## src/rtl/bba_pkg.sv

```systemverilog
// Shared constants for the buddy block allocator.
// No dependencies.
package bba_pkg;
  localparam int unsigned CAPACITY  = 16384;
  localparam int unsigned MIN_BLOCK = 256;
  localparam int unsigned CAP_LOG   = 14;
  localparam int unsigned MIN_LOG   = 8;
  localparam int unsigned LEVELS    = CAP_LOG - MIN_LOG + 1;
  localparam int unsigned NODES     = 2 * (CAPACITY / MIN_BLOCK) - 1;
  localparam int unsigned NODE_W    = $clog2(NODES);
  localparam int unsigned LVL_W     = $clog2(LEVELS);

  localparam logic [1:0] RES_DONE  = 2'd0;
  localparam logic [1:0] RES_NOFIT = 2'd1;
  localparam logic [1:0] RES_NOID  = 2'd2;

  localparam logic [1:0] NODE_FREE  = 2'd0;
  localparam logic [1:0] NODE_SPLIT = 2'd1;
  localparam logic [1:0] NODE_ALLOC = 2'd2;

  localparam logic REQ_ALLOC = 1'b0;
  localparam logic REQ_FREE  = 1'b1;
endpackage

```

## src/rtl/buddy_block_allocator.sv

```systemverilog
// Binary buddy allocator: node tree in a RAM walked by a small sequencer. Depends on bba_pkg.
// Each node visited is read, then evaluated; a split writes the right child; an ascent step
// adds a state; free adds a sibling read and evaluate per merge level. The tree has 127 nodes.
// One request at a time: busy_o is high from the transfer until the result strobe.
// The result is shown for one cycle on valid_o; the receiver cannot stall.
// Reset clears the root to free and free space to capacity; other nodes need no clearing.
module buddy_block_allocator (
  input  logic        clk_i,
  input  logic        rst_ni,
  input  logic        start_i,
  output logic        busy_o,
  input  logic        req_type_i,
  input  logic [7:0]  req_id_i,
  input  logic [14:0] req_size_i,
  output logic        valid_o,
  output logic [1:0]  status_o,
  output logic [13:0] block_offset_o,
  output logic [14:0] block_bytes_o,
  output logic [14:0] free_space_o
);
  localparam int unsigned NW = bba_pkg::NODE_W;
  localparam int unsigned LW = bba_pkg::LVL_W;

  typedef enum logic [2:0] {
    S_IDLE, S_RD, S_EV, S_WSPL, S_ASC, S_MRD, S_MEV
  } state_e;

  state_e         state_q;
  logic [NW-1:0]  node_q;
  logic [LW-1:0]  lvl_q;
  logic           fresh_q;
  logic           type_q;
  logic [7:0]     id_q;
  logic [14:0]    size_q;
  logic [1:0]     root_q;
  logic [14:0]    free_total_q;
  logic           valid_q;
  logic [1:0]     status_q;
  logic [13:0]    off_q;
  logic [14:0]    bytes_q;

  logic [9:0]     mem [bba_pkg::NODES];
  logic [9:0]     rdata_q;
  logic           rd_root_q;
  logic [NW-1:0]  raddr;
  logic           we;
  logic [NW-1:0]  waddr;
  logic [9:0]     wdata;

  logic [1:0]     cur_st;
  logic [LW-1:0]  want_lvl;
  logic           bad_size;
  logic [NW-1:0]  left_c, right_c, parent, sibling;
  logic [NW-1:0]  pos;
  logic [13:0]    cur_off;
  logic [14:0]    cur_bytes;

  always_comb begin
    want_lvl = '0;
    for (int l = 0; l < int'(bba_pkg::LEVELS); l++) begin
      if ((bba_pkg::CAPACITY >> l) >= 32'(size_q)) want_lvl = LW'(l);
    end
  end

  assign bad_size  = (size_q == 15'd0) || (32'(size_q) > bba_pkg::CAPACITY);
  assign left_c    = {node_q[NW-2:0], 1'b1};
  assign right_c   = left_c + NW'(1);
  assign parent    = (node_q - NW'(1)) >> 1;
  assign sibling   = node_q[0] ? node_q + NW'(1) : node_q - NW'(1);
  assign pos       = node_q + NW'(1) - (NW'(1) << lvl_q);
  assign cur_off   = 14'(pos) << (4'(bba_pkg::CAP_LOG) - 4'(lvl_q));
  assign cur_bytes = 15'(bba_pkg::CAPACITY) >> lvl_q;
  assign cur_st    = fresh_q ? bba_pkg::NODE_FREE : (rd_root_q ? root_q : rdata_q[9:8]);
  assign raddr     = (state_q == S_MRD) ? sibling : node_q;

  always_comb begin
    we    = 1'b0;
    waddr = node_q;
    wdata = {bba_pkg::NODE_FREE, id_q};
    case (state_q)
      S_EV: begin
        if (type_q == bba_pkg::REQ_ALLOC) begin
          if (cur_st == bba_pkg::NODE_FREE) begin
            we    = 1'b1;
            wdata = {(lvl_q == want_lvl) ? bba_pkg::NODE_ALLOC : bba_pkg::NODE_SPLIT, id_q};
          end
        end else if (cur_st == bba_pkg::NODE_ALLOC && rdata_q[7:0] == id_q) begin
          we = 1'b1;
        end
      end
      S_WSPL: begin
        we    = 1'b1;
        waddr = right_c;
      end
      S_MEV: begin
        if (rdata_q[9:8] == bba_pkg::NODE_FREE) begin
          we    = 1'b1;
          waddr = parent;
        end
      end
      default: ;
    endcase
  end

  always_ff @(posedge clk_i) begin
    if (we) mem[waddr] <= wdata;
    rdata_q   <= mem[raddr];
    rd_root_q <= (raddr == '0);
  end

  always_ff @(posedge clk_i or negedge rst_ni) begin
    if (!rst_ni) begin
      state_q      <= S_IDLE;
      node_q       <= '0;
      lvl_q        <= '0;
      fresh_q      <= 1'b0;
      root_q       <= bba_pkg::NODE_FREE;
      free_total_q <= 15'(bba_pkg::CAPACITY);
      valid_q      <= 1'b0;
    end else begin
      valid_q <= 1'b0;
      if (we && waddr == '0) root_q <= wdata[9:8];
      case (state_q)
        S_IDLE: begin
          if (start_i) begin
            type_q  <= req_type_i;
            id_q    <= req_id_i;
            size_q  <= req_size_i;
            node_q  <= '0;
            lvl_q   <= '0;
            fresh_q <= 1'b0;
            state_q <= S_RD;
          end
        end
        S_RD: begin
          if (type_q == bba_pkg::REQ_ALLOC && bad_size) begin
            status_q <= bba_pkg::RES_NOFIT;
            off_q    <= '0;
            bytes_q  <= '0;
            valid_q  <= 1'b1;
            state_q  <= S_IDLE;
          end else begin
            state_q <= S_EV;
          end
        end
        S_EV: begin
          state_q <= S_ASC;
          if (type_q == bba_pkg::REQ_ALLOC) begin
            if (cur_st == bba_pkg::NODE_FREE && lvl_q == want_lvl) begin
              free_total_q <= free_total_q - cur_bytes;
              status_q     <= bba_pkg::RES_DONE;
              off_q        <= cur_off;
              bytes_q      <= cur_bytes;
              valid_q      <= 1'b1;
              state_q      <= S_IDLE;
            end else if (cur_st == bba_pkg::NODE_FREE && lvl_q < want_lvl) begin
              state_q <= S_WSPL;
            end else if (cur_st == bba_pkg::NODE_SPLIT && lvl_q < want_lvl) begin
              node_q  <= left_c;
              lvl_q   <= lvl_q + LW'(1);
              state_q <= S_RD;
            end
          end else begin
            if (cur_st == bba_pkg::NODE_ALLOC && rdata_q[7:0] == id_q) begin
              free_total_q <= free_total_q + cur_bytes;
              status_q     <= bba_pkg::RES_DONE;
              off_q        <= cur_off;
              bytes_q      <= cur_bytes;
              if (node_q == '0) begin
                valid_q <= 1'b1;
                state_q <= S_IDLE;
              end else begin
                state_q <= S_MRD;
              end
            end else if (cur_st == bba_pkg::NODE_SPLIT &&
                         lvl_q < LW'(bba_pkg::LEVELS - 1)) begin
              node_q  <= left_c;
              lvl_q   <= lvl_q + LW'(1);
              state_q <= S_RD;
            end
          end
        end
        S_WSPL: begin
          node_q  <= left_c;
          lvl_q   <= lvl_q + LW'(1);
          fresh_q <= 1'b1;
          state_q <= S_RD;
        end
        S_ASC: begin
          if (node_q == '0) begin
            status_q <= (type_q == bba_pkg::REQ_ALLOC) ? bba_pkg::RES_NOFIT
                                                       : bba_pkg::RES_NOID;
            off_q    <= '0;
            bytes_q  <= '0;
            valid_q  <= 1'b1;
            state_q  <= S_IDLE;
          end else if (node_q[0]) begin
            node_q  <= node_q + NW'(1);
            state_q <= S_RD;
          end else begin
            node_q <= parent;
            lvl_q  <= lvl_q - LW'(1);
          end
        end
        S_MRD: state_q <= S_MEV;
        S_MEV: begin
          if (rdata_q[9:8] == bba_pkg::NODE_FREE && parent != '0) begin
            node_q  <= parent;
            lvl_q   <= lvl_q - LW'(1);
            state_q <= S_MRD;
          end else begin
            valid_q <= 1'b1;
            state_q <= S_IDLE;
          end
        end
        default: state_q <= S_IDLE;
      endcase
    end
  end

  assign busy_o         = (state_q != S_IDLE);
  assign valid_o        = valid_q;
  assign status_o       = status_q;
  assign block_offset_o = off_q;
  assign block_bytes_o  = bytes_q;
  assign free_space_o   = free_total_q;

`ifndef SYNTHESIS
  a_valid_idle: assert property (@(posedge clk_i) disable iff (!rst_ni)
    valid_o |-> !busy_o) else $error("result strobe while busy");
  a_valid_pulse: assert property (@(posedge clk_i) disable iff (!rst_ni)
    valid_o |=> !valid_o) else $error("result strobe longer than one cycle");
  a_free_bound: assert property (@(posedge clk_i) disable iff (!rst_ni)
    32'(free_space_o) <= bba_pkg::CAPACITY) else $error("free space above capacity");
  a_fail_zero: assert property (@(posedge clk_i) disable iff (!rst_ni)
    (valid_o && status_o != bba_pkg::RES_DONE) |-> (block_bytes_o == 15'd0))
    else $error("failed request reports a block");
`endif
endmodule
```

## config.mk

```make
export PLATFORM = sky130hd
export DESIGN_NAME = buddy_block_allocator
export DESIGN_NICKNAME = d
export VERILOG_FILES = /design/src/rtl/bba_pkg.sv /design/src/rtl/buddy_block_allocator.sv
export SDC_FILE = /design/constraint.sdc
export NUM_CORES = 2
export LEC_CHECK = 0
export BUFFER_PORTS_ARGS = -buffer_cell sky130_fd_sc_hd__buf_2
export CORE_MARGIN = 5
export CORE_UTILIZATION = 57
export DETAILED_ROUTE_END_ITERATION = 8
export MAX_ROUTING_LAYER = met4
export PLACE_DENSITY_LB_ADDON = 0.3
export SLEW_MARGIN = 5
export SYNTH_ARGS = -nofsm -noshare
export SYNTH_HDL_FRONTEND = slang
export SYNTH_SLANG_ARGS = --single-unit
```

## constraint.sdc

```tcl
create_clock -name clk_i -period 9.64 [get_ports clk_i]
set_input_delay 1.446 -clock clk_i [delete_from_list [all_inputs] [get_ports clk_i]]
set_output_delay 1.446 -clock clk_i [all_outputs]
set_load 0.03 [all_outputs]
```

# Yosys cells after proc, flatten, opt, wreduce, memory -nomap -nowiden
# Memories as Yosys holds them, arrays and structs flattened. A register that Yosys moved wholly into a read port is not among the register bits.
# Cells that the tools add are included.
word_totals:
  wordCells: 180
  memories: 1
  input_bits: 27
  regBits: 88
  ramBits: 1270
  out_inout_bits: 48
op_classes:
  muxes: 89
  magnitude_cmp: 9
  n_addsub: 9
  shifts: 3
  eq_ne: 25
  bitwise: 1
  n_reduce_logical: 29
mem_list:
  columns: ["memory", "words", "width", "rd", "rd_clocked_by_memory_dff", "write_ports", "line_no", "rtl"]
  rows:
  - ["mem", 127, 10, 1, 1, 1, "buddy_block_allocator.sv:42", "logic [9:0] mem [bba_pkg::NODES];"]
op_table:
  columns: ["operator", "n"]
  rows:
  - ["two-way mux 15 bit", 8]
  - ["two-way mux 7 bit", 13]
  - ["two-way mux 3 bit", 24]
  - ["two-way mux 14 bit", 5]
  - ["one-hot mux 15 bit (3 select lines)", 1]
  - ["one-hot mux 14 bit (3 select lines)", 1]
  - ["one-hot mux 7 bit (5 select lines)", 1]
  - ["two-way mux 10 bit", 3]
  - ["two-way mux 2 bit", 12]
  - ["inequality test 3 bit, second input constant", 8]
  - ["logical NOT 7 bit", 3]
  - ["one-hot mux 3 bit (7 select lines)", 1]
  - ["adder 15 bit", 1]
  - ["greater-or-equal comparator 10 x 15 -> 1 bit, first input constant", 1]
  - ["greater-or-equal comparator 11 x 15 -> 1 bit, first input constant", 1]
  - ["greater-or-equal comparator 12 x 15 -> 1 bit, first input constant", 1]
  - ["greater-or-equal comparator 13 x 15 -> 1 bit, first input constant", 1]
  - ["greater-or-equal comparator 14 x 15 -> 1 bit, first input constant", 1]
  - ["greater-or-equal comparator 9 x 15 -> 1 bit, first input constant", 1]
  - ["greater-than comparator 15 bit, second input constant", 1]
  - ["logical NOT 15 bit", 1]
  - ["one-hot mux 3 bit (5 select lines)", 1]
  - ["right shift 15 x 3 -> 15 bit, first input constant", 1]
  - ["subtractor 15 bit", 1]
  - ["39 further kinds", 73]

# Logic depth before layout (Yosys ltp)
depth:
  depth_word: 14
  depth_mapped: 18
  ltp_nobuf: 16

# Worst setup path after synthesis
# No wires, ideal clock.
synth_path:
  path_kind: "register to register"
  start: "register size_q[7]"
  end: "memory mem[0][8] (data pin)"
  synth_period_minus_slack_ns: 10.384
  stages_incl_launch_ff: 12
  setup_ns: 1.533
  t_required_ns: 8.107
  arrival_ns: 8.851
  slack_ns: -0.744
  n_path_buf: 1
  path_cell_list: "edfxtp_1 -> nor4_1 -> nand2_1 -> or3_1 -> clkbuf_1 -> o21ai_0 -> nor2_1 -> a21oi_1 -> o211a_1 -> ha_1 -> nand3_1 -> nor4bb_1"
synth_via:
  elab_chain_len: 12
  elab_cells_between_ends: 17
  cone_classes: "6 x order compare; 1 x eq/ne; 10 x mux"
synth_lines:
  columns: ["element", "line_no", "rtl"]
  rows:
  - ["start, declared", "buddy_block_allocator.sv:34", "logic [14:0] size_q;"]
  - ["start signal, assigned", "buddy_block_allocator.sv:128", "size_q <= req_size_i;"]
  - ["greater-or-equal comparator 14 x 15 -> 1 bit", "buddy_block_allocator.sv:61", "if ((bba_pkg::CAPACITY >> l) >= 32'(size_q)) want_lvl = LW'(l);"]
  - ["two-way mux 1 bit", "buddy_block_allocator.sv:61", null]
  - ["two-way mux 2 bit (2 in a row)", "buddy_block_allocator.sv:61", null]
  - ["two-way mux 3 bit (2 in a row)", "buddy_block_allocator.sv:61", null]
  - ["two-way mux 3 bit (*)", "buddy_block_allocator.sv:61", null]
  - ["equality test 3 bit (*)", "buddy_block_allocator.sv:85", "wdata = {(lvl_q == want_lvl) ? bba_pkg::NODE_ALLOC : bba_pkg::NODE_SPLIT, id_q};"]
  - ["two-way mux 2 bit (*)", "buddy_block_allocator.sv:85", null]
  - ["two-way mux 10 bit (*)", "buddy_block_allocator.sv:83", "if (cur_st == bba_pkg::NODE_FREE) begin"]
  - ["two-way mux 10 bit (*)", "buddy_block_allocator.sv:82", "if (type_q == bba_pkg::REQ_ALLOC) begin"]
  - ["two-way mux 10 bit (*)", "buddy_block_allocator.sv:80", "case (state_q)"]
  - ["net wdata[8]", "buddy_block_allocator.sv:48", "logic [9:0] wdata;"]
  - ["end, declared", "buddy_block_allocator.sv:42", null]
# The timed path passes the listed nets; every way through them passes the cells marked *.

# Worst setup path after layout
layout_path:
  start: "register node_q[0]"
  end: "register rdata_q[3], read port of mem"
layout_via:
  elab_chain_len: 3
  elab_cells_between_ends: 4
  cone_classes: "2 x add/sub; 2 x mux"
layout_lines:
  columns: ["element", "line_no", "rtl"]
  rows:
  - ["start, declared", "buddy_block_allocator.sv:29", "logic [NW-1:0] node_q;"]
  - ["start signal, assigned", "buddy_block_allocator.sv:159", "node_q <= left_c;"]
  - ["start signal, assigned", "buddy_block_allocator.sv:177", "node_q <= left_c;"]
  - ["start signal, assigned", "buddy_block_allocator.sv:184", "node_q <= left_c;"]
  - ["subtractor 7 x 1 -> 7 bit / adder 7 x 1 -> 7 bit (equally long branches)", "buddy_block_allocator.sv:69", "assign sibling = node_q[0] ? node_q + NW'(1) : node_q - NW'(1);"]
  - ["two-way mux 7 bit", "buddy_block_allocator.sv:69", null]
  - ["two-way mux 7 bit (*)", "buddy_block_allocator.sv:74", "assign raddr = (state_q == S_MRD) ? sibling : node_q;"]
  - ["end, declared", "buddy_block_allocator.sv:43", "logic [9:0] rdata_q;"]
# Mark *: on every way between the ends. The rest lies on a longest branch, timed or not.
# A chain may end at the register's enable or synchronous reset.

==> flow_summary.toml <==
[outcome]
status = "finished, final reports clean"

[cts]
holdBufCountCts = 0
cts_resized = 0
postCtsSetupBuffers = 0
cts_max_path_buffers = 3
cts_tree = "done"
clkSinkCount = 1354
clk_pin_slew_ps = 60
cts_buffers = 139
insertion_delay_ps = 750
h-tree-depth = 4
clockRootBuffer = "clkbuf_16"

[placed_design]
port_buffers = 60
pre_cts_ws_ps = 4260
hpwl_um = 90100
place_area_um2 = 58900
place_congestion = 0.954

[die]
die_y_um = 328
dieArea_um2 = 107000
io_pins = 75
rows = 116
start_util = 0.575
die_w_um = 328
core_area_um2 = 100000

[timing]
min_period_ps = 5630
fin_crit_sh = 0.584
worst_hold_slack_ps = 492
rsz0062_at_grt = "no"
slew_viol_final = 0
clock_skew_ps = 36.1
max_freq_mhz = 178
hold_viol = 0
final.setup.tns_ps = 0
slew_headroom = 0.147
worst_pin_slew_ps = 1270
postLayoutSetupSlackWorst_ps = 4010
setup_viol_count_final = 0

[layout]
synthToLayoutAreaGrowth_pct = 9.57
drive_above_1_share = 0.105
final_core_util = 0.630
design_area_um2 = 63100
fin_nets = 4236

[yosys]
ys.flop_type = "edfxtp_1"
synth_seq_area_share = 0.702
yosysWarnings = 0
async_flop_share = 0.0185
synth_edf_count = 1318
synth.most_common_cell = "edfxtp_1"
syn-instance-count = 4188
synth_top_area_share = 0.688
syn-cell-area_um2 = 57600
synth-seq-cells = 1354
netlist_top_cells_count = "edfxtp_1 (1318), nand2_1 (789), nand3_1 (394), nor2_1 (227), mux2i_1 (174)"
avgSynthCellArea_um2 = 13.7
synthTopCellsByArea = "edfxtp_1 (69%), nand2_1 (5.1%), nand3_1 (3.4%)"
synth.distinct_cells = 90
yosysTopAreaCell = "edfxtp_1"

[critical_path]
cp-start-kind = "flip-flop"
critPathTopFamily = "buffers and inverters"
crit_type = "reg -> reg"
crit_fanout = 161
slowest_stage = "dfrtp_4"
critPathRequiredTime_ps = 10230
cpPeakStageDelay_ps = 1020
cp_num_buf_inv = 2
path_cells = "buf_4 -> xnor2_1 -> mux2_8 -> buf_12 -> mux4_2 -> and2_1 -> a31oi_1 -> o22ai_1 -> nor3_1 -> nand4_1"
crit_arrival_ps = 6220
crit_path_end_kind = "flip-flop"

[grt]
grt_max_degree = 162
grtUsageTotal = 0.290
antenna_found_initial = 3
grt_pass1_vias = 34946
overflow = 0
grt_pass1_wl_um = 227000

[route]
vias = 36752
drt.antenna.violating_nets = 0
viasPerCell = 6.59
drc = 0
drt_wl_total_um = 153000
drtIter0Drc = 5541
wire_per_inst_um = 27.3
dr.pass1.iters = 6

[pwr]
power.leakage_nw = 21.1
power_density_nw_per_um2 = 304
ir_worst_vdd_mv = 0.298

[flow_run]
max-cap-violations = 0

[hold_path]
worstHoldPathType = "reg -> reg"
## area by class of cell
| class | instances | area [µm²] |
|---|---|---|
| clock buffers | 179 | 3690 |
| well taps | 1298 | 1620 |
| inverters | 28 | 105 |
| fillers | 7100 | 37100 |
| clock inverters | 58 | 464 |
| repair buffers | 131 | 921 |
| multi-input cells | 2528 | 15800 |
| diodes | 4 | 10.0 |
| flip-flops and latches | 1354 | 40400 |
## routing by layer
layer | track usage | routed length [µm] | part of all wire
met5 | - | 0 | 0
met4 | 0.119 | 7420 | 0.049
met3 | 0.0613 | 17800 | 0.12
met2 | 0.432 | 69600 | 0.46
met1 | 0.396 | 57700 | 0.38
## power breakdown
group / switching [W] / leakage, nW / internal, W
clock network: 0.00217 / 2.03 / 0.00283
logic: 0.00494 / 6.80 / 0.00232
registers: 0.000220 / 12.3 / 0.00670
## cell usage in the layout, fill, tap and decap left out, types with 23 or more instances in the layout
cell type  Yosys  final
edfxtp_1    1318   1318
nand2_1      789    789
nand3_1      394    392
nor2_1       227    227
mux2i_1      174    174
clkbuf_16      0    141
a21oi_1      120    120
mux4_2        85     85
nor3_1        69     69
buf_4         30     64
a311oi_1      60     60
buf_2        111     60
and2_1        58     57
o21ai_0       45     45
a31oi_1       45     45
a2111oi_0     40     40
clkbuf_1     121     36
a32o_1        35     35
inv_1         28     28
o22ai_1       23     23
ha_1          24     23
## state kept, by name, indices dropped and copies added, names as in the netlist
register / flops
block_bytes_o: 8
block_offset_o: 14
free_space_o: 8
fresh_q: 1
id_q: 8
lvl_q: 3
mem: 1270
node_q: 7
rd_root_q: 1
rdata_q: 10
root_q: 2
size_q: 15
state_q: 3
status_o: 2
type_q: 1
valid_o: 1
## worst paths after layout
| kind | from | slack [ps] | to | depth (start not counted) |
|---|---|---|---|---|
| max | node_q[0]$_DFFE_PN0P_ | 4010 | rdata_q[3]$_DFF_P_ | 10 |
| min | free_space_o[14]$_DFFE_PN1P_ | 490 | free_space_o[14]$_DFFE_PN1P_ | 1 |
| max reg2reg | node_q[0]$_DFFE_PN0P_ | 4010 | rdata_q[3]$_DFF_P_ | 10 |
| min reg2reg | free_space_o[14]$_DFFE_PN1P_ | 490 | free_space_o[14]$_DFFE_PN1P_ | 1 |
| max in group asynchronous | rst_ni | 8410 | node_q[0]$_DFFE_PN0P_ | 1 |
| min in group asynchronous | rst_ni | 730 | node_q[2]$_DFFE_PN0P_ | 1 |
## stage by stage
stage                     instances  total power, W
after floorplan                4202          0.0119
after global placement         5339          0.0141
after detailed placement       5339          0.0141
after CTS                      5576          0.0191
after global routing           5580          0.0199
final                          5580          0.0192
## worst reg2reg max path: cells and delay by family, from the launching register on
family | cells | cell delay, ps
compound gates | 2 | 880
xor+xnor | 1 | 320
buf+inv | 2 | 1450
flops | 1 | 1020
mux | 2 | 1160
simple gates | 3 | 670
## cells by family after synthesis
kind of cell,after synthesis,synth area share
buffers and inverters,320,0.0259
XOR/XNOR,43,0.00700
AO/OA/AOI/OAI,520,0.0655
flip-flops,1354,0.702
multiplexers,277,0.0672
AND/OR/NAND/NOR,1646,0.126
other,1,0.0000652
adder cells (fa/ha/maj),27,0.00626
No activity file was read; power rests on OpenSTA's default activity.
